File: src/hdl/keyed_quantity_record_table_macros.svh
// Assertion macros for the keyed quantity record table.
// Used by the datapath; needs nothing else.
`ifndef KEYED_QUANTITY_RECORD_TABLE_MACROS_SVH
`define KEYED_QUANTITY_RECORD_TABLE_MACROS_SVH

// property must hold at every edge outside reset
`define KQRT_ASSERT(lbl, clk, rst_n, prop, msg) \
    lbl: assert property (@(posedge clk) disable iff (!rst_n) prop) else $error(msg);

// expression must never be true outside reset
`define KQRT_NEVER(lbl, clk, rst_n, expr, msg) \
    lbl: assert property (@(posedge clk) disable iff (!rst_n) !(expr)) else $error(msg);

`endif

File: src/hdl/kqrt_pkg.sv
// Shared types and constants of the keyed quantity record table.
// No dependencies.
package kqrt_pkg;

    localparam int KEY_W = 17;
    localparam int OP_W  = 3;
    localparam int ST_W  = 3;

    localparam logic [KEY_W-1:0] KEY_LOW   = 17'd10000;
    localparam logic [KEY_W-1:0] KEY_HIGH  = 17'd99999;
    localparam logic [32:0]      QTY_LIMIT = 33'd9999;

    // opcodes
    localparam logic [OP_W-1:0] OP_INSERT = 3'd0;
    localparam logic [OP_W-1:0] OP_LOOKUP = 3'd1;
    localparam logic [OP_W-1:0] OP_REMOVE = 3'd2;
    localparam logic [OP_W-1:0] OP_ADD    = 3'd3;
    localparam logic [OP_W-1:0] OP_REDUCE = 3'd4;
    localparam logic [OP_W-1:0] OP_SORT   = 3'd5;
    localparam logic [OP_W-1:0] OP_SHIP   = 3'd6;

    // status codes
    localparam logic [ST_W-1:0] ST_OK        = 3'd0;
    localparam logic [ST_W-1:0] ST_NOT_FOUND = 3'd1;
    localparam logic [ST_W-1:0] ST_DUP       = 3'd2;
    localparam logic [ST_W-1:0] ST_FULL      = 3'd3;
    localparam logic [ST_W-1:0] ST_FULFILLED = 3'd4;
    localparam logic [ST_W-1:0] ST_ZERO      = 3'd5;
    localparam logic [ST_W-1:0] ST_BAD_AMT   = 3'd6;
    localparam logic [ST_W-1:0] ST_NOTHING   = 3'd7;

    typedef enum logic [1:0] {WA_IDX, WA_ROW, WA_CNT} wa_sel_t;
    typedef enum logic [1:0] {WD_NEW, WD_HELD, WD_RD} wd_sel_t;
    typedef enum logic [1:0] {OS_NONE, OS_REC, OS_PEND} os_sel_t;

    // controller to datapath
    typedef struct packed {
        logic            capture;
        logic            idx_clr;
        logic            idx_inc;
        logic            idx_from_row;
        logic            rd_en;
        logic            rd_next;
        logic            wr_en;
        wa_sel_t         wa_sel;
        wd_sel_t         wd_sel;
        logic            hold_ld;
        logic            hold_new;
        logic            have_upd;
        logic            cnt_inc;
        logic            cnt_dec;
        logic            pass_clr;
        logic            pass_inc;
        logic            pend_ld;
        logic            pend_clr;
        logic            out_ld;
        os_sel_t         out_src;
        logic            out_dec;
        logic            out_last;
        logic [ST_W-1:0] st;
    } cmd_t;

    // datapath to controller
    typedef struct packed {
        logic [OP_W-1:0] opcode;
        logic            hit;
        logic            ship_eq;
        logic            idx_end;
        logic            idx1_end;
        logic            full;
        logic            range_bad;
        logic            add_full;
        logic            add_bad;
        logic            red_zero;
        logic            red_bad;
        logic            swap;
        logic            out_free;
        logic            pend_vld;
        logic            pass_end;
    } sts_t;

endpackage

File: src/hdl/kqrt_if.sv
// Channel interfaces of the keyed quantity record table.
// Depends on kqrt_pkg for field widths.
interface kqrt_req_if #(parameter int QTY_BITS = 14);
    logic                          valid;
    logic                          ready;
    logic [kqrt_pkg::OP_W-1:0]     opcode;
    logic [kqrt_pkg::KEY_W-1:0]    item_key;
    logic [QTY_BITS-1:0]           have_init;
    logic [QTY_BITS-1:0]           need_init;
    logic [QTY_BITS-1:0]           amount;

    modport source (output valid, opcode, item_key, have_init, need_init, amount,
                    input ready);
    modport sink   (input valid, opcode, item_key, have_init, need_init, amount,
                    output ready);
endinterface

interface kqrt_rsp_if #(parameter int QTY_BITS = 14, parameter int ROW_W = 6,
                        parameter int CNT_W = 7);
    logic                       valid;
    logic                       ready;
    logic [kqrt_pkg::ST_W-1:0]  status;
    logic [ROW_W-1:0]           row;
    logic [kqrt_pkg::KEY_W-1:0] rec_key;
    logic [QTY_BITS-1:0]        rec_have;
    logic [QTY_BITS-1:0]        rec_need;
    logic [CNT_W-1:0]           entries;
    logic                       last;

    modport source (output valid, status, row, rec_key, rec_have, rec_need, entries, last,
                    input ready);
    modport sink   (input valid, status, row, rec_key, rec_have, rec_need, entries, last,
                    output ready);
endinterface

File: src/hdl/kqrt_ram.sv
// Generic single-port-write, single-port-read RAM with registered read.
// No dependencies.
module kqrt_ram #(
    parameter int WIDTH = 8,
    parameter int DEPTH = 64
) (
    input  logic                     clk,
    input  logic                     wr_en,
    input  logic [$clog2(DEPTH)-1:0] wr_addr,
    input  logic [WIDTH-1:0]         wr_data,
    input  logic                     rd_en,
    input  logic [$clog2(DEPTH)-1:0] rd_addr,
    output logic [WIDTH-1:0]         rd_data
);
    logic [WIDTH-1:0] mem [DEPTH];

    always_ff @(posedge clk)
    begin
        if (wr_en)
        begin
            mem[wr_addr] <= wr_data;
        end
        if (rd_en)
        begin
            rd_data <= mem[rd_addr];
        end
    end
endmodule

File: src/hdl/kqrt_dp.sv
// Datapath: record store, count, index, held record, pending ship beat, result register.
// Depends on kqrt_pkg, kqrt_ram and the assertion macro header.
`include "keyed_quantity_record_table_macros.svh"

module kqrt_dp #(
    parameter int TABLE_DEPTH = 64,
    parameter int QTY_BITS    = 14
) (
    input  logic                                clk,
    input  logic                                rst_n,
    input  kqrt_pkg::cmd_t                      cmd,
    output kqrt_pkg::sts_t                      sts,
    input  logic [kqrt_pkg::OP_W-1:0]           opcode,
    input  logic [kqrt_pkg::KEY_W-1:0]          item_key,
    input  logic [QTY_BITS-1:0]                 have_init,
    input  logic [QTY_BITS-1:0]                 need_init,
    input  logic [QTY_BITS-1:0]                 amount,
    output logic                                rsp_valid,
    input  logic                                rsp_ready,
    output logic [kqrt_pkg::ST_W-1:0]           status,
    output logic [$clog2(TABLE_DEPTH)-1:0]      row,
    output logic [kqrt_pkg::KEY_W-1:0]          rec_key,
    output logic [QTY_BITS-1:0]                 rec_have,
    output logic [QTY_BITS-1:0]                 rec_need,
    output logic [$clog2(TABLE_DEPTH+1)-1:0]    entries,
    output logic                                last
);
    localparam int ROW_W = $clog2(TABLE_DEPTH);
    localparam int CNT_W = $clog2(TABLE_DEPTH + 1);
    localparam int REC_W = kqrt_pkg::KEY_W + 2 * QTY_BITS;

    // captured command
    logic [kqrt_pkg::OP_W-1:0]  op_reg;
    logic [kqrt_pkg::KEY_W-1:0] key_reg;
    logic [QTY_BITS-1:0]        hi_reg;
    logic [QTY_BITS-1:0]        ni_reg;
    logic [QTY_BITS-1:0]        amt_reg;

    // control counters
    logic [CNT_W-1:0] cnt_reg;
    logic [CNT_W-1:0] idx_reg;
    logic [CNT_W-1:0] pass_reg;

    // held record
    logic [kqrt_pkg::KEY_W-1:0] held_key_reg;
    logic [QTY_BITS-1:0]        held_have_reg;
    logic [QTY_BITS-1:0]        held_need_reg;
    logic [ROW_W-1:0]           row_reg;

    // pending ship beat
    logic                       pend_vld_reg;
    logic [ROW_W-1:0]           pend_row_reg;
    logic [kqrt_pkg::KEY_W-1:0] pend_key_reg;
    logic [QTY_BITS-1:0]        pend_have_reg;
    logic [QTY_BITS-1:0]        pend_need_reg;
    logic [CNT_W-1:0]           pend_cnt_reg;

    // result register
    logic                       out_vld_reg;
    logic [kqrt_pkg::ST_W-1:0]  out_st_reg;
    logic [ROW_W-1:0]           out_row_reg;
    logic [kqrt_pkg::KEY_W-1:0] out_key_reg;
    logic [QTY_BITS-1:0]        out_have_reg;
    logic [QTY_BITS-1:0]        out_need_reg;
    logic [CNT_W-1:0]           out_cnt_reg;
    logic                       out_last_reg;

    // memory signals
    logic [ROW_W-1:0]           rd_addr;
    logic [ROW_W-1:0]           wr_addr;
    logic [REC_W-1:0]           wr_data;
    logic [REC_W-1:0]           rd_data;
    logic [kqrt_pkg::KEY_W-1:0] rd_key;
    logic [QTY_BITS-1:0]        rd_have;
    logic [QTY_BITS-1:0]        rd_need;

    logic [CNT_W-1:0]           idx_plus;
    logic [QTY_BITS-1:0]        gap;
    logic signed [QTY_BITS:0]   sf_held;
    logic signed [QTY_BITS:0]   sf_rd;
    logic [CNT_W-1:0]           cnt_less;

    assign rd_key   = rd_data[REC_W-1 -: kqrt_pkg::KEY_W];
    assign rd_have  = rd_data[2*QTY_BITS-1 -: QTY_BITS];
    assign rd_need  = rd_data[QTY_BITS-1:0];
    assign idx_plus = idx_reg + CNT_W'(1);
    assign gap      = held_need_reg - held_have_reg;
    assign sf_held  = $signed({1'b0, held_need_reg}) - $signed({1'b0, held_have_reg});
    assign sf_rd    = $signed({1'b0, rd_need}) - $signed({1'b0, rd_have});
    assign cnt_less = cnt_reg - CNT_W'(1);

    // memory addressing
    assign rd_addr = cmd.rd_next ? idx_plus[ROW_W-1:0] : idx_reg[ROW_W-1:0];

    always_comb
    begin
        case (cmd.wa_sel)
            kqrt_pkg::WA_IDX: wr_addr = idx_reg[ROW_W-1:0];
            kqrt_pkg::WA_ROW: wr_addr = row_reg;
            kqrt_pkg::WA_CNT: wr_addr = cnt_reg[ROW_W-1:0];
            default:          wr_addr = idx_reg[ROW_W-1:0];
        endcase
        case (cmd.wd_sel)
            kqrt_pkg::WD_NEW:  wr_data = {key_reg, hi_reg, ni_reg};
            kqrt_pkg::WD_HELD: wr_data = {held_key_reg, held_have_reg, held_need_reg};
            kqrt_pkg::WD_RD:   wr_data = rd_data;
            default:           wr_data = rd_data;
        endcase
    end

    kqrt_ram #(
        .WIDTH (REC_W),
        .DEPTH (TABLE_DEPTH)
    ) u_store (
        .clk     (clk),
        .wr_en   (cmd.wr_en),
        .wr_addr (wr_addr),
        .wr_data (wr_data),
        .rd_en   (cmd.rd_en),
        .rd_addr (rd_addr),
        .rd_data (rd_data)
    );

    // status toward the controller
    always_comb
    begin
        sts.opcode    = op_reg;
        sts.hit       = (rd_key == key_reg);
        sts.ship_eq   = (rd_have == rd_need);
        sts.idx_end   = (idx_reg == cnt_reg);
        sts.idx1_end  = ((CNT_W+1)'(idx_reg) + (CNT_W+1)'(1)) >= (CNT_W+1)'(cnt_reg);
        sts.full      = (cnt_reg == CNT_W'(TABLE_DEPTH));
        sts.range_bad = (key_reg < kqrt_pkg::KEY_LOW) || (key_reg > kqrt_pkg::KEY_HIGH)
                        || (33'(hi_reg) > kqrt_pkg::QTY_LIMIT)
                        || (33'(ni_reg) > kqrt_pkg::QTY_LIMIT);
        sts.add_full  = (held_have_reg >= held_need_reg);
        sts.add_bad   = (amt_reg == '0) || (amt_reg > gap);
        sts.red_zero  = (held_have_reg == '0);
        sts.red_bad   = (amt_reg == '0) || (amt_reg > held_have_reg);
        sts.swap      = (sf_held < sf_rd);
        sts.out_free  = !out_vld_reg || rsp_ready;
        sts.pend_vld  = pend_vld_reg;
        sts.pass_end  = (pass_reg == cnt_reg);
    end

    // control registers
    always_ff @(posedge clk or negedge rst_n)
    begin
        if (!rst_n)
        begin
            cnt_reg      <= '0;
            idx_reg      <= '0;
            pass_reg     <= '0;
            pend_vld_reg <= 1'b0;
            out_vld_reg  <= 1'b0;
        end
        else
        begin
            if (cmd.cnt_inc)
            begin
                cnt_reg <= cnt_reg + CNT_W'(1);
            end
            else if (cmd.cnt_dec)
            begin
                cnt_reg <= cnt_less;
            end

            if (cmd.idx_clr)
            begin
                idx_reg <= '0;
            end
            else if (cmd.idx_from_row)
            begin
                idx_reg <= CNT_W'(row_reg);
            end
            else if (cmd.idx_inc)
            begin
                idx_reg <= idx_plus;
            end

            if (cmd.pass_clr)
            begin
                pass_reg <= '0;
            end
            else if (cmd.pass_inc)
            begin
                pass_reg <= pass_reg + CNT_W'(1);
            end

            if (cmd.pend_ld)
            begin
                pend_vld_reg <= 1'b1;
            end
            else if (cmd.pend_clr)
            begin
                pend_vld_reg <= 1'b0;
            end

            if (cmd.out_ld)
            begin
                out_vld_reg <= 1'b1;
            end
            else if (rsp_ready)
            begin
                out_vld_reg <= 1'b0;
            end
        end
    end

    // payload registers
    always_ff @(posedge clk)
    begin
        if (cmd.capture)
        begin
            op_reg  <= opcode;
            key_reg <= item_key;
            hi_reg  <= have_init;
            ni_reg  <= need_init;
            amt_reg <= amount;
        end

        if (cmd.hold_ld)
        begin
            held_key_reg  <= rd_key;
            held_have_reg <= rd_have;
            held_need_reg <= rd_need;
            row_reg       <= idx_reg[ROW_W-1:0];
        end
        else if (cmd.hold_new)
        begin
            held_key_reg  <= key_reg;
            held_have_reg <= hi_reg;
            held_need_reg <= ni_reg;
            row_reg       <= cnt_reg[ROW_W-1:0];
        end
        else if (cmd.have_upd)
        begin
            if (op_reg == kqrt_pkg::OP_ADD)
            begin
                held_have_reg <= held_have_reg + amt_reg;
            end
            else
            begin
                held_have_reg <= held_have_reg - amt_reg;
            end
        end

        if (cmd.pend_ld)
        begin
            pend_row_reg  <= row_reg;
            pend_key_reg  <= held_key_reg;
            pend_have_reg <= held_have_reg;
            pend_need_reg <= held_need_reg;
            pend_cnt_reg  <= cnt_less;
        end

        if (cmd.out_ld)
        begin
            out_st_reg <= cmd.st;
            case (cmd.out_src)
                kqrt_pkg::OS_REC:
                begin
                    out_row_reg  <= row_reg;
                    out_key_reg  <= held_key_reg;
                    out_have_reg <= held_have_reg;
                    out_need_reg <= held_need_reg;
                    out_cnt_reg  <= cmd.out_dec ? cnt_less : cnt_reg;
                    out_last_reg <= 1'b1;
                end
                kqrt_pkg::OS_PEND:
                begin
                    out_row_reg  <= pend_row_reg;
                    out_key_reg  <= pend_key_reg;
                    out_have_reg <= pend_have_reg;
                    out_need_reg <= pend_need_reg;
                    out_cnt_reg  <= pend_cnt_reg;
                    out_last_reg <= cmd.out_last;
                end
                default:
                begin
                    out_row_reg  <= '0;
                    out_key_reg  <= '0;
                    out_have_reg <= '0;
                    out_need_reg <= '0;
                    out_cnt_reg  <= cnt_reg;
                    out_last_reg <= 1'b1;
                end
            endcase
        end
    end

    assign rsp_valid = out_vld_reg;
    assign status    = out_st_reg;
    assign row       = out_row_reg;
    assign rec_key   = out_key_reg;
    assign rec_have  = out_have_reg;
    assign rec_need  = out_need_reg;
    assign entries   = out_cnt_reg;
    assign last      = out_last_reg;

    // checks
    `KQRT_NEVER(a_cnt_bound, clk, rst_n, cnt_reg > CNT_W'(TABLE_DEPTH), "count above depth")
    `KQRT_NEVER(a_idx_bound, clk, rst_n, idx_reg > cnt_reg, "index past count")
    `KQRT_NEVER(a_out_overrun, clk, rst_n, cmd.out_ld && out_vld_reg && !rsp_ready,
                "result overwritten before taken")
    `KQRT_NEVER(a_insert_full, clk, rst_n, cmd.cnt_inc && (cnt_reg == CNT_W'(TABLE_DEPTH)),
                "insert into full table")
    `KQRT_ASSERT(a_pend_ship, clk, rst_n, pend_vld_reg |-> (op_reg == kqrt_pkg::OP_SHIP),
                 "pending beat outside ship")
endmodule

File: src/hdl/kqrt_ctrl.sv
// Controller state machine sequencing scans, compaction, sort passes and ship.
// Depends on kqrt_pkg.
module kqrt_ctrl (
    input  logic           clk,
    input  logic           rst_n,
    input  logic           req_valid,
    output logic           req_ready,
    input  kqrt_pkg::sts_t sts,
    output kqrt_pkg::cmd_t cmd
);
    typedef enum logic [4:0] {
        S_IDLE, S_DISPATCH, S_SCAN_RD, S_SCAN_CHK, S_INSERT, S_HELD, S_WB, S_REPLY,
        S_SHIFT_RD, S_SHIFT_WR, S_SORT_PASS, S_SORT_RD0, S_SORT_LD, S_SORT_RD,
        S_SORT_CMP, S_SHIP_RD, S_SHIP_CHK, S_SHIP_HIT, S_SHIP_FLUSH
    } state_t;

    state_t                    state_reg, state_next;
    logic [kqrt_pkg::ST_W-1:0] code_reg, code_next;
    logic                      rsel_reg, rsel_next;

    assign req_ready = (state_reg == S_IDLE);

    always_comb
    begin
        cmd        = '0;
        state_next = state_reg;
        code_next  = code_reg;
        rsel_next  = rsel_reg;
        case (state_reg)
            S_IDLE:
            begin
                if (req_valid)
                begin
                    cmd.capture = 1'b1;
                    state_next  = S_DISPATCH;
                end
            end
            S_DISPATCH:
            begin
                case (sts.opcode)
                    kqrt_pkg::OP_INSERT:
                    begin
                        if (sts.full)
                        begin
                            code_next  = kqrt_pkg::ST_FULL;
                            rsel_next  = 1'b0;
                            state_next = S_REPLY;
                        end
                        else if (sts.range_bad)
                        begin
                            code_next  = kqrt_pkg::ST_BAD_AMT;
                            rsel_next  = 1'b0;
                            state_next = S_REPLY;
                        end
                        else
                        begin
                            cmd.idx_clr = 1'b1;
                            state_next  = S_SCAN_RD;
                        end
                    end
                    kqrt_pkg::OP_LOOKUP, kqrt_pkg::OP_REMOVE,
                    kqrt_pkg::OP_ADD, kqrt_pkg::OP_REDUCE:
                    begin
                        cmd.idx_clr = 1'b1;
                        state_next  = S_SCAN_RD;
                    end
                    kqrt_pkg::OP_SORT:
                    begin
                        cmd.pass_clr = 1'b1;
                        state_next   = S_SORT_PASS;
                    end
                    kqrt_pkg::OP_SHIP:
                    begin
                        cmd.idx_clr  = 1'b1;
                        cmd.pend_clr = 1'b1;
                        state_next   = S_SHIP_RD;
                    end
                    default: state_next = S_IDLE;
                endcase
            end
            // key search: read one row, then check its key
            S_SCAN_RD:
            begin
                if (sts.idx_end)
                begin
                    if (sts.opcode == kqrt_pkg::OP_INSERT)
                    begin
                        state_next = S_INSERT;
                    end
                    else
                    begin
                        code_next  = kqrt_pkg::ST_NOT_FOUND;
                        rsel_next  = 1'b0;
                        state_next = S_REPLY;
                    end
                end
                else
                begin
                    cmd.rd_en  = 1'b1;
                    state_next = S_SCAN_CHK;
                end
            end
            S_SCAN_CHK:
            begin
                if (sts.hit)
                begin
                    cmd.hold_ld = 1'b1;
                    state_next  = S_HELD;
                end
                else
                begin
                    cmd.idx_inc = 1'b1;
                    state_next  = S_SCAN_RD;
                end
            end
            S_INSERT:
            begin
                cmd.wr_en    = 1'b1;
                cmd.wa_sel   = kqrt_pkg::WA_CNT;
                cmd.wd_sel   = kqrt_pkg::WD_NEW;
                cmd.hold_new = 1'b1;
                cmd.cnt_inc  = 1'b1;
                code_next    = kqrt_pkg::ST_OK;
                rsel_next    = 1'b1;
                state_next   = S_REPLY;
            end
            // record found: decide per opcode
            S_HELD:
            begin
                rsel_next  = 1'b1;
                state_next = S_REPLY;
                case (sts.opcode)
                    kqrt_pkg::OP_INSERT: code_next = kqrt_pkg::ST_DUP;
                    kqrt_pkg::OP_LOOKUP: code_next = kqrt_pkg::ST_OK;
                    kqrt_pkg::OP_REMOVE: code_next = kqrt_pkg::ST_OK;
                    kqrt_pkg::OP_ADD:
                    begin
                        if (sts.add_full)
                        begin
                            code_next = kqrt_pkg::ST_FULFILLED;
                        end
                        else if (sts.add_bad)
                        begin
                            code_next = kqrt_pkg::ST_BAD_AMT;
                        end
                        else
                        begin
                            cmd.have_upd = 1'b1;
                            state_next   = S_WB;
                        end
                    end
                    kqrt_pkg::OP_REDUCE:
                    begin
                        if (sts.red_zero)
                        begin
                            code_next = kqrt_pkg::ST_ZERO;
                        end
                        else if (sts.red_bad)
                        begin
                            code_next = kqrt_pkg::ST_BAD_AMT;
                        end
                        else
                        begin
                            cmd.have_upd = 1'b1;
                            state_next   = S_WB;
                        end
                    end
                    default: state_next = S_IDLE;
                endcase
            end
            S_WB:
            begin
                cmd.wr_en  = 1'b1;
                cmd.wa_sel = kqrt_pkg::WA_ROW;
                cmd.wd_sel = kqrt_pkg::WD_HELD;
                code_next  = kqrt_pkg::ST_OK;
                state_next = S_REPLY;
            end
            // single result beat
            S_REPLY:
            begin
                if (sts.out_free)
                begin
                    cmd.out_ld   = 1'b1;
                    cmd.out_src  = rsel_reg ? kqrt_pkg::OS_REC : kqrt_pkg::OS_NONE;
                    cmd.st       = code_reg;
                    cmd.out_last = 1'b1;
                    if ((sts.opcode == kqrt_pkg::OP_REMOVE) && (code_reg == kqrt_pkg::ST_OK))
                    begin
                        cmd.out_dec      = 1'b1;
                        cmd.idx_from_row = 1'b1;
                        state_next       = S_SHIFT_RD;
                    end
                    else
                    begin
                        state_next = S_IDLE;
                    end
                end
            end
            // compaction: move rows below the dropped one up by one
            S_SHIFT_RD:
            begin
                if (sts.idx1_end)
                begin
                    cmd.cnt_dec = 1'b1;
                    if (sts.opcode == kqrt_pkg::OP_SHIP)
                    begin
                        cmd.idx_from_row = 1'b1;
                        state_next       = S_SHIP_RD;
                    end
                    else
                    begin
                        state_next = S_IDLE;
                    end
                end
                else
                begin
                    cmd.rd_en   = 1'b1;
                    cmd.rd_next = 1'b1;
                    state_next  = S_SHIFT_WR;
                end
            end
            S_SHIFT_WR:
            begin
                cmd.wr_en   = 1'b1;
                cmd.wa_sel  = kqrt_pkg::WA_IDX;
                cmd.wd_sel  = kqrt_pkg::WD_RD;
                cmd.idx_inc = 1'b1;
                state_next  = S_SHIFT_RD;
            end
            // bubble passes carrying one record down the table
            S_SORT_PASS:
            begin
                if (sts.pass_end)
                begin
                    code_next  = kqrt_pkg::ST_OK;
                    rsel_next  = 1'b0;
                    state_next = S_REPLY;
                end
                else
                begin
                    cmd.idx_clr = 1'b1;
                    state_next  = S_SORT_RD0;
                end
            end
            S_SORT_RD0:
            begin
                cmd.rd_en  = 1'b1;
                state_next = S_SORT_LD;
            end
            S_SORT_LD:
            begin
                cmd.hold_ld = 1'b1;
                state_next  = S_SORT_RD;
            end
            S_SORT_RD:
            begin
                if (sts.idx1_end)
                begin
                    cmd.wr_en    = 1'b1;
                    cmd.wa_sel   = kqrt_pkg::WA_IDX;
                    cmd.wd_sel   = kqrt_pkg::WD_HELD;
                    cmd.pass_inc = 1'b1;
                    state_next   = S_SORT_PASS;
                end
                else
                begin
                    cmd.rd_en   = 1'b1;
                    cmd.rd_next = 1'b1;
                    state_next  = S_SORT_CMP;
                end
            end
            S_SORT_CMP:
            begin
                cmd.wr_en   = 1'b1;
                cmd.wa_sel  = kqrt_pkg::WA_IDX;
                cmd.idx_inc = 1'b1;
                if (sts.swap)
                begin
                    cmd.wd_sel = kqrt_pkg::WD_RD;
                end
                else
                begin
                    cmd.wd_sel  = kqrt_pkg::WD_HELD;
                    cmd.hold_ld = 1'b1;
                end
                state_next = S_SORT_RD;
            end
            // ship: each match is held back one beat to know the final one
            S_SHIP_RD:
            begin
                if (sts.idx_end)
                begin
                    if (sts.pend_vld)
                    begin
                        state_next = S_SHIP_FLUSH;
                    end
                    else
                    begin
                        code_next  = kqrt_pkg::ST_NOTHING;
                        rsel_next  = 1'b0;
                        state_next = S_REPLY;
                    end
                end
                else
                begin
                    cmd.rd_en  = 1'b1;
                    state_next = S_SHIP_CHK;
                end
            end
            S_SHIP_CHK:
            begin
                if (sts.ship_eq)
                begin
                    cmd.hold_ld = 1'b1;
                    state_next  = S_SHIP_HIT;
                end
                else
                begin
                    cmd.idx_inc = 1'b1;
                    state_next  = S_SHIP_RD;
                end
            end
            S_SHIP_HIT:
            begin
                if (!sts.pend_vld || sts.out_free)
                begin
                    if (sts.pend_vld)
                    begin
                        cmd.out_ld  = 1'b1;
                        cmd.out_src = kqrt_pkg::OS_PEND;
                        cmd.st      = kqrt_pkg::ST_OK;
                    end
                    cmd.pend_ld = 1'b1;
                    state_next  = S_SHIFT_RD;
                end
            end
            S_SHIP_FLUSH:
            begin
                if (sts.out_free)
                begin
                    cmd.out_ld   = 1'b1;
                    cmd.out_src  = kqrt_pkg::OS_PEND;
                    cmd.st       = kqrt_pkg::ST_OK;
                    cmd.out_last = 1'b1;
                    cmd.pend_clr = 1'b1;
                    state_next   = S_IDLE;
                end
            end
            default: state_next = S_IDLE;
        endcase
    end

    always_ff @(posedge clk or negedge rst_n)
    begin
        if (!rst_n)
        begin
            state_reg <= S_IDLE;
            code_reg  <= kqrt_pkg::ST_OK;
            rsel_reg  <= 1'b0;
        end
        else
        begin
            state_reg <= state_next;
            code_reg  <= code_next;
            rsel_reg  <= rsel_next;
        end
    end
endmodule

File: src/hdl/keyed_quantity_record_table.sv
// Top level of the keyed quantity record table: controller, datapath and channels.
// Depends on kqrt_pkg, kqrt_if, kqrt_ctrl and kqrt_dp.
//
//  channel  dir  fields                                              beats per command
//  req      in   opcode item_key have_init need_init amount          1
//  rsp      out  status row rec_key rec_have rec_need entries last   1, or 1 per shipped record
//
// One command at a time; the memory has one read and one write port. Lookup, remove,
// add, reduce and insert search the rows in turn; remove then moves each later row up
// by one. Sort runs bubble passes over the rows. Ship scans the rows and, for each
// shipped record, moves the later rows up. Reset clears the count and control state,
// not the rows; rows are never read above the count, so no clearing pass.
// A stalled result holds in the result register and the controller waits on it.
module keyed_quantity_record_table #(
    parameter int TABLE_DEPTH = 64,
    parameter int QTY_BITS    = 14
) (
    input  logic       clk,
    input  logic       rst_n,
    kqrt_req_if.sink   req,
    kqrt_rsp_if.source rsp
);
    kqrt_pkg::cmd_t cmd;
    kqrt_pkg::sts_t sts;

    kqrt_ctrl u_ctrl (
        .clk       (clk),
        .rst_n     (rst_n),
        .req_valid (req.valid),
        .req_ready (req.ready),
        .sts       (sts),
        .cmd       (cmd)
    );

    kqrt_dp #(
        .TABLE_DEPTH (TABLE_DEPTH),
        .QTY_BITS    (QTY_BITS)
    ) u_dp (
        .clk       (clk),
        .rst_n     (rst_n),
        .cmd       (cmd),
        .sts       (sts),
        .opcode    (req.opcode),
        .item_key  (req.item_key),
        .have_init (req.have_init),
        .need_init (req.need_init),
        .amount    (req.amount),
        .rsp_valid (rsp.valid),
        .rsp_ready (rsp.ready),
        .status    (rsp.status),
        .row       (rsp.row),
        .rec_key   (rsp.rec_key),
        .rec_have  (rsp.rec_have),
        .rec_need  (rsp.rec_need),
        .entries   (rsp.entries),
        .last      (rsp.last)
    );
endmodule

File: src/flat_wrapper.sv
// flat-port wrapper written by rule: the top's interface ports become plain ports
module keyed_quantity_record_table_flat 
#(
    parameter int TABLE_DEPTH = 64,
    parameter int QTY_BITS    = 14
)
  (clk, rst_n, req_valid, req_opcode, req_item_key, req_have_init, req_need_init, req_amount, req_ready, rsp_valid, rsp_status, rsp_row, rsp_rec_key, rsp_rec_have, rsp_rec_need, rsp_entries, rsp_last, rsp_ready);
  kqrt_req_if #(.QTY_BITS(QTY_BITS)) req_i ();
  kqrt_rsp_if #(.QTY_BITS(QTY_BITS)) rsp_i ();
  input  logic clk;
  input  logic rst_n;
  input wire logic [$bits(req_i.valid)-1:0] req_valid;
  input wire logic [$bits(req_i.opcode)-1:0] req_opcode;
  input wire logic [$bits(req_i.item_key)-1:0] req_item_key;
  input wire logic [$bits(req_i.have_init)-1:0] req_have_init;
  input wire logic [$bits(req_i.need_init)-1:0] req_need_init;
  input wire logic [$bits(req_i.amount)-1:0] req_amount;
  output wire logic [$bits(req_i.ready)-1:0] req_ready;
  output wire logic [$bits(rsp_i.valid)-1:0] rsp_valid;
  output wire logic [$bits(rsp_i.status)-1:0] rsp_status;
  output wire logic [$bits(rsp_i.row)-1:0] rsp_row;
  output wire logic [$bits(rsp_i.rec_key)-1:0] rsp_rec_key;
  output wire logic [$bits(rsp_i.rec_have)-1:0] rsp_rec_have;
  output wire logic [$bits(rsp_i.rec_need)-1:0] rsp_rec_need;
  output wire logic [$bits(rsp_i.entries)-1:0] rsp_entries;
  output wire logic [$bits(rsp_i.last)-1:0] rsp_last;
  input wire logic [$bits(rsp_i.ready)-1:0] rsp_ready;
  assign req_i.valid = req_valid;
  assign req_i.opcode = req_opcode;
  assign req_i.item_key = req_item_key;
  assign req_i.have_init = req_have_init;
  assign req_i.need_init = req_need_init;
  assign req_i.amount = req_amount;
  assign req_ready = req_i.ready;
  assign rsp_valid = rsp_i.valid;
  assign rsp_status = rsp_i.status;
  assign rsp_row = rsp_i.row;
  assign rsp_rec_key = rsp_i.rec_key;
  assign rsp_rec_have = rsp_i.rec_have;
  assign rsp_rec_need = rsp_i.rec_need;
  assign rsp_entries = rsp_i.entries;
  assign rsp_last = rsp_i.last;
  assign rsp_i.ready = rsp_ready;
  keyed_quantity_record_table #(.TABLE_DEPTH(TABLE_DEPTH), .QTY_BITS(QTY_BITS)) u_core (.clk(clk), .rst_n(rst_n), .req(req_i), .rsp(rsp_i));
endmodule
File: config.mk
export PLATFORM = sky130hd
export DESIGN_NAME = keyed_quantity_record_table_flat
export DESIGN_NICKNAME = d
export VERILOG_FILES = /design/src/hdl/kqrt_pkg.sv /design/src/hdl/kqrt_if.sv /design/src/hdl/kqrt_ram.sv /design/src/hdl/kqrt_dp.sv /design/src/hdl/kqrt_ctrl.sv /design/src/hdl/keyed_quantity_record_table.sv /design/src/flat_wrapper.sv
export VERILOG_INCLUDE_DIRS = /design/src /design/src/hdl
export SDC_FILE = /design/constraint.sdc
export NUM_CORES = 2
export LEC_CHECK = 0
export ABC_AREA = 1
export BUFFER_PORTS_ARGS = -buffer_cell sky130_fd_sc_hd__buf_2
export CAP_MARGIN = 5
export CORE_UTILIZATION = 50
export CTS_CLUSTER_DIAMETER = 50
export CTS_CLUSTER_SIZE = 8
export DETAILED_ROUTE_END_ITERATION = 16
export PLACE_DENSITY = 0.71
export SLEW_MARGIN = 10
export SYNTH_ARGS = -nofsm -noshare
export SYNTH_HDL_FRONTEND = slang
export SYNTH_SLANG_ARGS = --single-unit
File: constraint.sdc
create_clock -name clk -period 7.6 [get_ports clk]
set_input_delay 0.76 -clock clk [delete_from_list [all_inputs] [get_ports clk]]
set_output_delay 0.76 -clock clk [all_outputs]
set_load 0.01 [all_outputs]
==> flow_summary.json <==
{
  "fin_util_pct": 56.9,
  "finalSetupViolations": 0,
  "dr.pass1.iters": 8,
  "clockBufferDepth": 4,
  "cts_tree": "done",
  "hold_viol_final": 0,
  "gp_routability_congestion": 0.942,
  "syn_nets": 13600,
  "dr.first_iter.drc_count": 14600,
  "top_register": "u_core.u_dp.u_store.mem",
  "grt_pass1_vias": 94300,
  "clock_sink_count": 3190,
  "seq_area_frac_synth_pct": 67.6,
  "routed_wl_mm": 432,
  "clk_latency_ns": 1.01,
  "synthCells": 13400,
  "holdPathStages": 1,
  "cts_made_buffers": 446,
  "drive_above_1_share_pct": 7.58,
  "overflow": 0,
  "post-route-min-period_ns": 6.11,
  "final_cell_mix": "nand2_1 (3564), edfxtp_1 (3158), inv_1 (2444), nand3_1 (2408), clkbuf_16 (451)",
  "holdPathEnd": "u_core.u_dp.key_reg[9]",
  "io_pins": 130,
  "mostFrequentLayoutCell": "nand2_1",
  "cts_resized": 0,
  "worstMarginPinSlew_ns": 1.26,
  "timing.fmax_mhz": 164,
  "viasPerCell": 5.76,
  "netlist_area_um2": 141000,
  "root_buffer": "clkbuf_16",
  "yosysWarningCount": 0,
  "timing.rr.start": "u_core.u_dp.idx_reg[0]",
  "grt_setup_unrepaired": "no",
  "core_area_um2": 280000,
  "start_util_pct": 50.5,
  "synth_flop_cell": "edfxtp_1",
  "crit_path_end_kind": "register",
  "fin_crit_sh_pct": 80.3,
  "largest_reg_flops": 2880,
  "slew-limit-headroom_pct": 16.0,
  "grt_antenna_before_repair": 10,
  "grt_max_degree": 138,
  "worst_hold_startpoint": "req_item_key[9]",
  "crit_arrival_ns": 6.70,
  "num_rows": 194,
  "powerDensity_nw_per_um2": 382,
  "fp.dieArea_um2": 285000,
  "cts.clk_slew.worst_paths_ns": 0.05,
  "crit_fanout": 29,
  "cts-htree-levels": 5,
  "detailroute.via_count": 100000,
  "synth_cell_types": 57,
  "reg2reg_slack_ns": 1.49,
  "fin_nets": 13800,
  "synth-seq-cells": 3190,
  "hp-class": "in -> reg",
  "seqCellArea_um2": 95600,
  "syn_avg_cell_area_um2": 10.5,
  "p_leak_nw": 65.3,
  "die_h_um": 534,
  "hpwl_mm": 242,
  "yosys.area.top_type_share_pct": 67.0,
  "wire_per_inst_um": 24.8,
  "slew_violations": 0,
  "crit_path_start_kind": "register",
  "drc_errors": 0,
  "synth_edf_count": 3158,
  "fillCellCount": 22200,
  "cap_violations": 0,
  "yosysTopAreaCell": "edfxtp_1",
  "ant_nets": 0,
  "async_flop_share_pct": 1.00,
  "finClkSkew_ns": 0.0982,
  "cp_slowest_cell": "nor2_4",
  "grt_pass1_wl_mm": 625,
  "area_growth_pct": 12.7,
  "setup_tns_ns": 0,
  "reg2reg_to": "u_core.u_dp.u_store.mem[55][10]",
  "synthTopCellsByArea": "edfxtp_1 (67%), nand2_1 (9.5%), nand3_1 (8.7%)",
  "status": "finished, final reports clean",
  "multiInputGateArea_um2": 33700,
  "track_usage_pct": 29.8,
  "r2r_cells": 17,
  "placement.io_buffers": 129,
  "cpPeakStageDelay_ns": 0.98,
  "crit_top_cell": "inv_1",
  "worstSetupPathType": "reg -> reg",
  "top_regs": "u_core.u_dp.u_store.mem: 2880 flops, u_core.u_dp.u_store.rd_data: 45 flops",
  "critPathRequiredTime_ns": 8.20,
  "worstPathCellList": "ha_1 -> nand3_1 -> nor2_1 -> inv_1 -> o21ai_0 -> inv_1 -> ha_1 -> nand4_1 -> or2_2 -> nand2_1 -> inv_1 -> nor2_1 -> inv_2 -> nand4_1 -> nand3_1 -> nor2_4 -> buf_12",
  "peakVddDrop_v": 0.000409,
  "die_w_um": 534
}
per-stage QoR:
| step | cell area [um^2] | hold slack [ns] | setup WS, ns | power, mW | instances |
|---|---|---|---|---|---|
| after floorplan | 141000 | 0.450 | 2.45 | 36.4 | 13400 |
| after global placement | 147000 | 0.486 | 1.73 | 42.7 | 16900 |
| after detailed placement | 147000 | 0.506 | 1.68 | 42.9 | 16900 |
| after CTS | 159000 | 0.00303 | 1.70 | 60.4 | 17400 |
| after global routing | 159000 | 0.0207 | 1.31 | 63.2 | 17400 |
| final | 159000 | 0.0407 | 1.49 | 60.8 | 17400 |
cells by family after synthesis:
group / count (synthesis) / synth area share, %
muxes: 7 / 0.0495
AOI/OAI and AO/OA: 567 / 2.64
adders and majority gates: 96 / 0.870
DFF: 3190 / 67.6
buffers and inverters: 3149 / 9.16
and+or+nand+nor: 6358 / 19.3
xor gates and xnor gates: 64 / 0.396
cells in the mapped netlist, types with 3 or more instances:
cell       count
inv_2          8
o211ai_2       9
o21ai_1        5
inv_1       2445
or2_2          3
buf_4         25
xor2_1        40
nor2_1       205
nand4_1       77
mux2i_1        7
a21o_1         8
a31oi_1       10
o211ai_1     264
nand2_2        3
a21oi_1      135
o22ai_1       16
dfrtp_1       32
buf_2        482
buf_1         24
o31ai_1        4
o2111ai_1      3
o21bai_1       9
nand2_1     3570
o21ai_0       82
clkbuf_1     101
nand3_1     2453
nor4_1         9
nor3_1        27
clkinv_1       3
nand3b_1       3
xnor2_1       24
a22oi_1        7
fa_1           4
edfxtp_1    3158
ha_1          92
buf_6         58
final cells by class:
cell class | instances | share of cell area (%)
flip-flops and latches | 3190 | 60.0
multi-input cells | 7092 | 21.1
clock buffers | 485 | 7.16
inverters | 2459 | 5.81
well taps | 3724 | 2.92
repair buffers | 454 | 2.59
clock inverters | 38 | 0.363
diodes | 6 | 0.00942
critical path: cells and delay by family, from the launching register on:
kind | cells | cell delay [ns]
flops | 1 | 0.50
fa+ha+maj | 2 | 0.53
simple gates | 9 | 3.80
buf+inv | 5 | 0.69
compound gates | 1 | 0.22
repair_timing:
| item | CTS | global route |
|---|---|---|
| hold buffers | 56 | 0 |
| buffers inserted | 0 | 0 |
| endpoints found under the hold margin | 87 | 0 |
worst max path at each step:
stage                                 from                         endpoint  slack (ns)  cells after the start
floorplan           u_core.u_dp.idx_reg[0]   u_core.u_dp.u_store.mem[32][0]        2.45                     17
global placement    u_core.u_dp.idx_reg[0]   u_core.u_dp.u_store.mem[55][3]        1.73                     17
detailed placement  u_core.u_dp.idx_reg[0]   u_core.u_dp.u_store.mem[55][3]        1.68                     17
CTS                 u_core.u_dp.idx_reg[0]  u_core.u_dp.u_store.mem[55][10]        1.70                     17
global route        u_core.u_dp.idx_reg[0]  u_core.u_dp.u_store.mem[55][10]        1.31                     17
finish              u_core.u_dp.idx_reg[0]  u_core.u_dp.u_store.mem[55][10]        1.49                     17
power by group:
group | switching (mW) | internal [mW]
sequential | 0.732 | 21.9
clock | 7.07 | 10.5
combinational | 15.1 | 5.45
metal layers:
metal / part of all wire [%] / GRT usage [%]
met3: 13 / 7.86
met5: 0.0076 / 0
met1: 37 / 40.2
met2: 44 / 45.3
met4: 5.0 / 13.5
No activity file was read; power rests on OpenSTA's default activity.
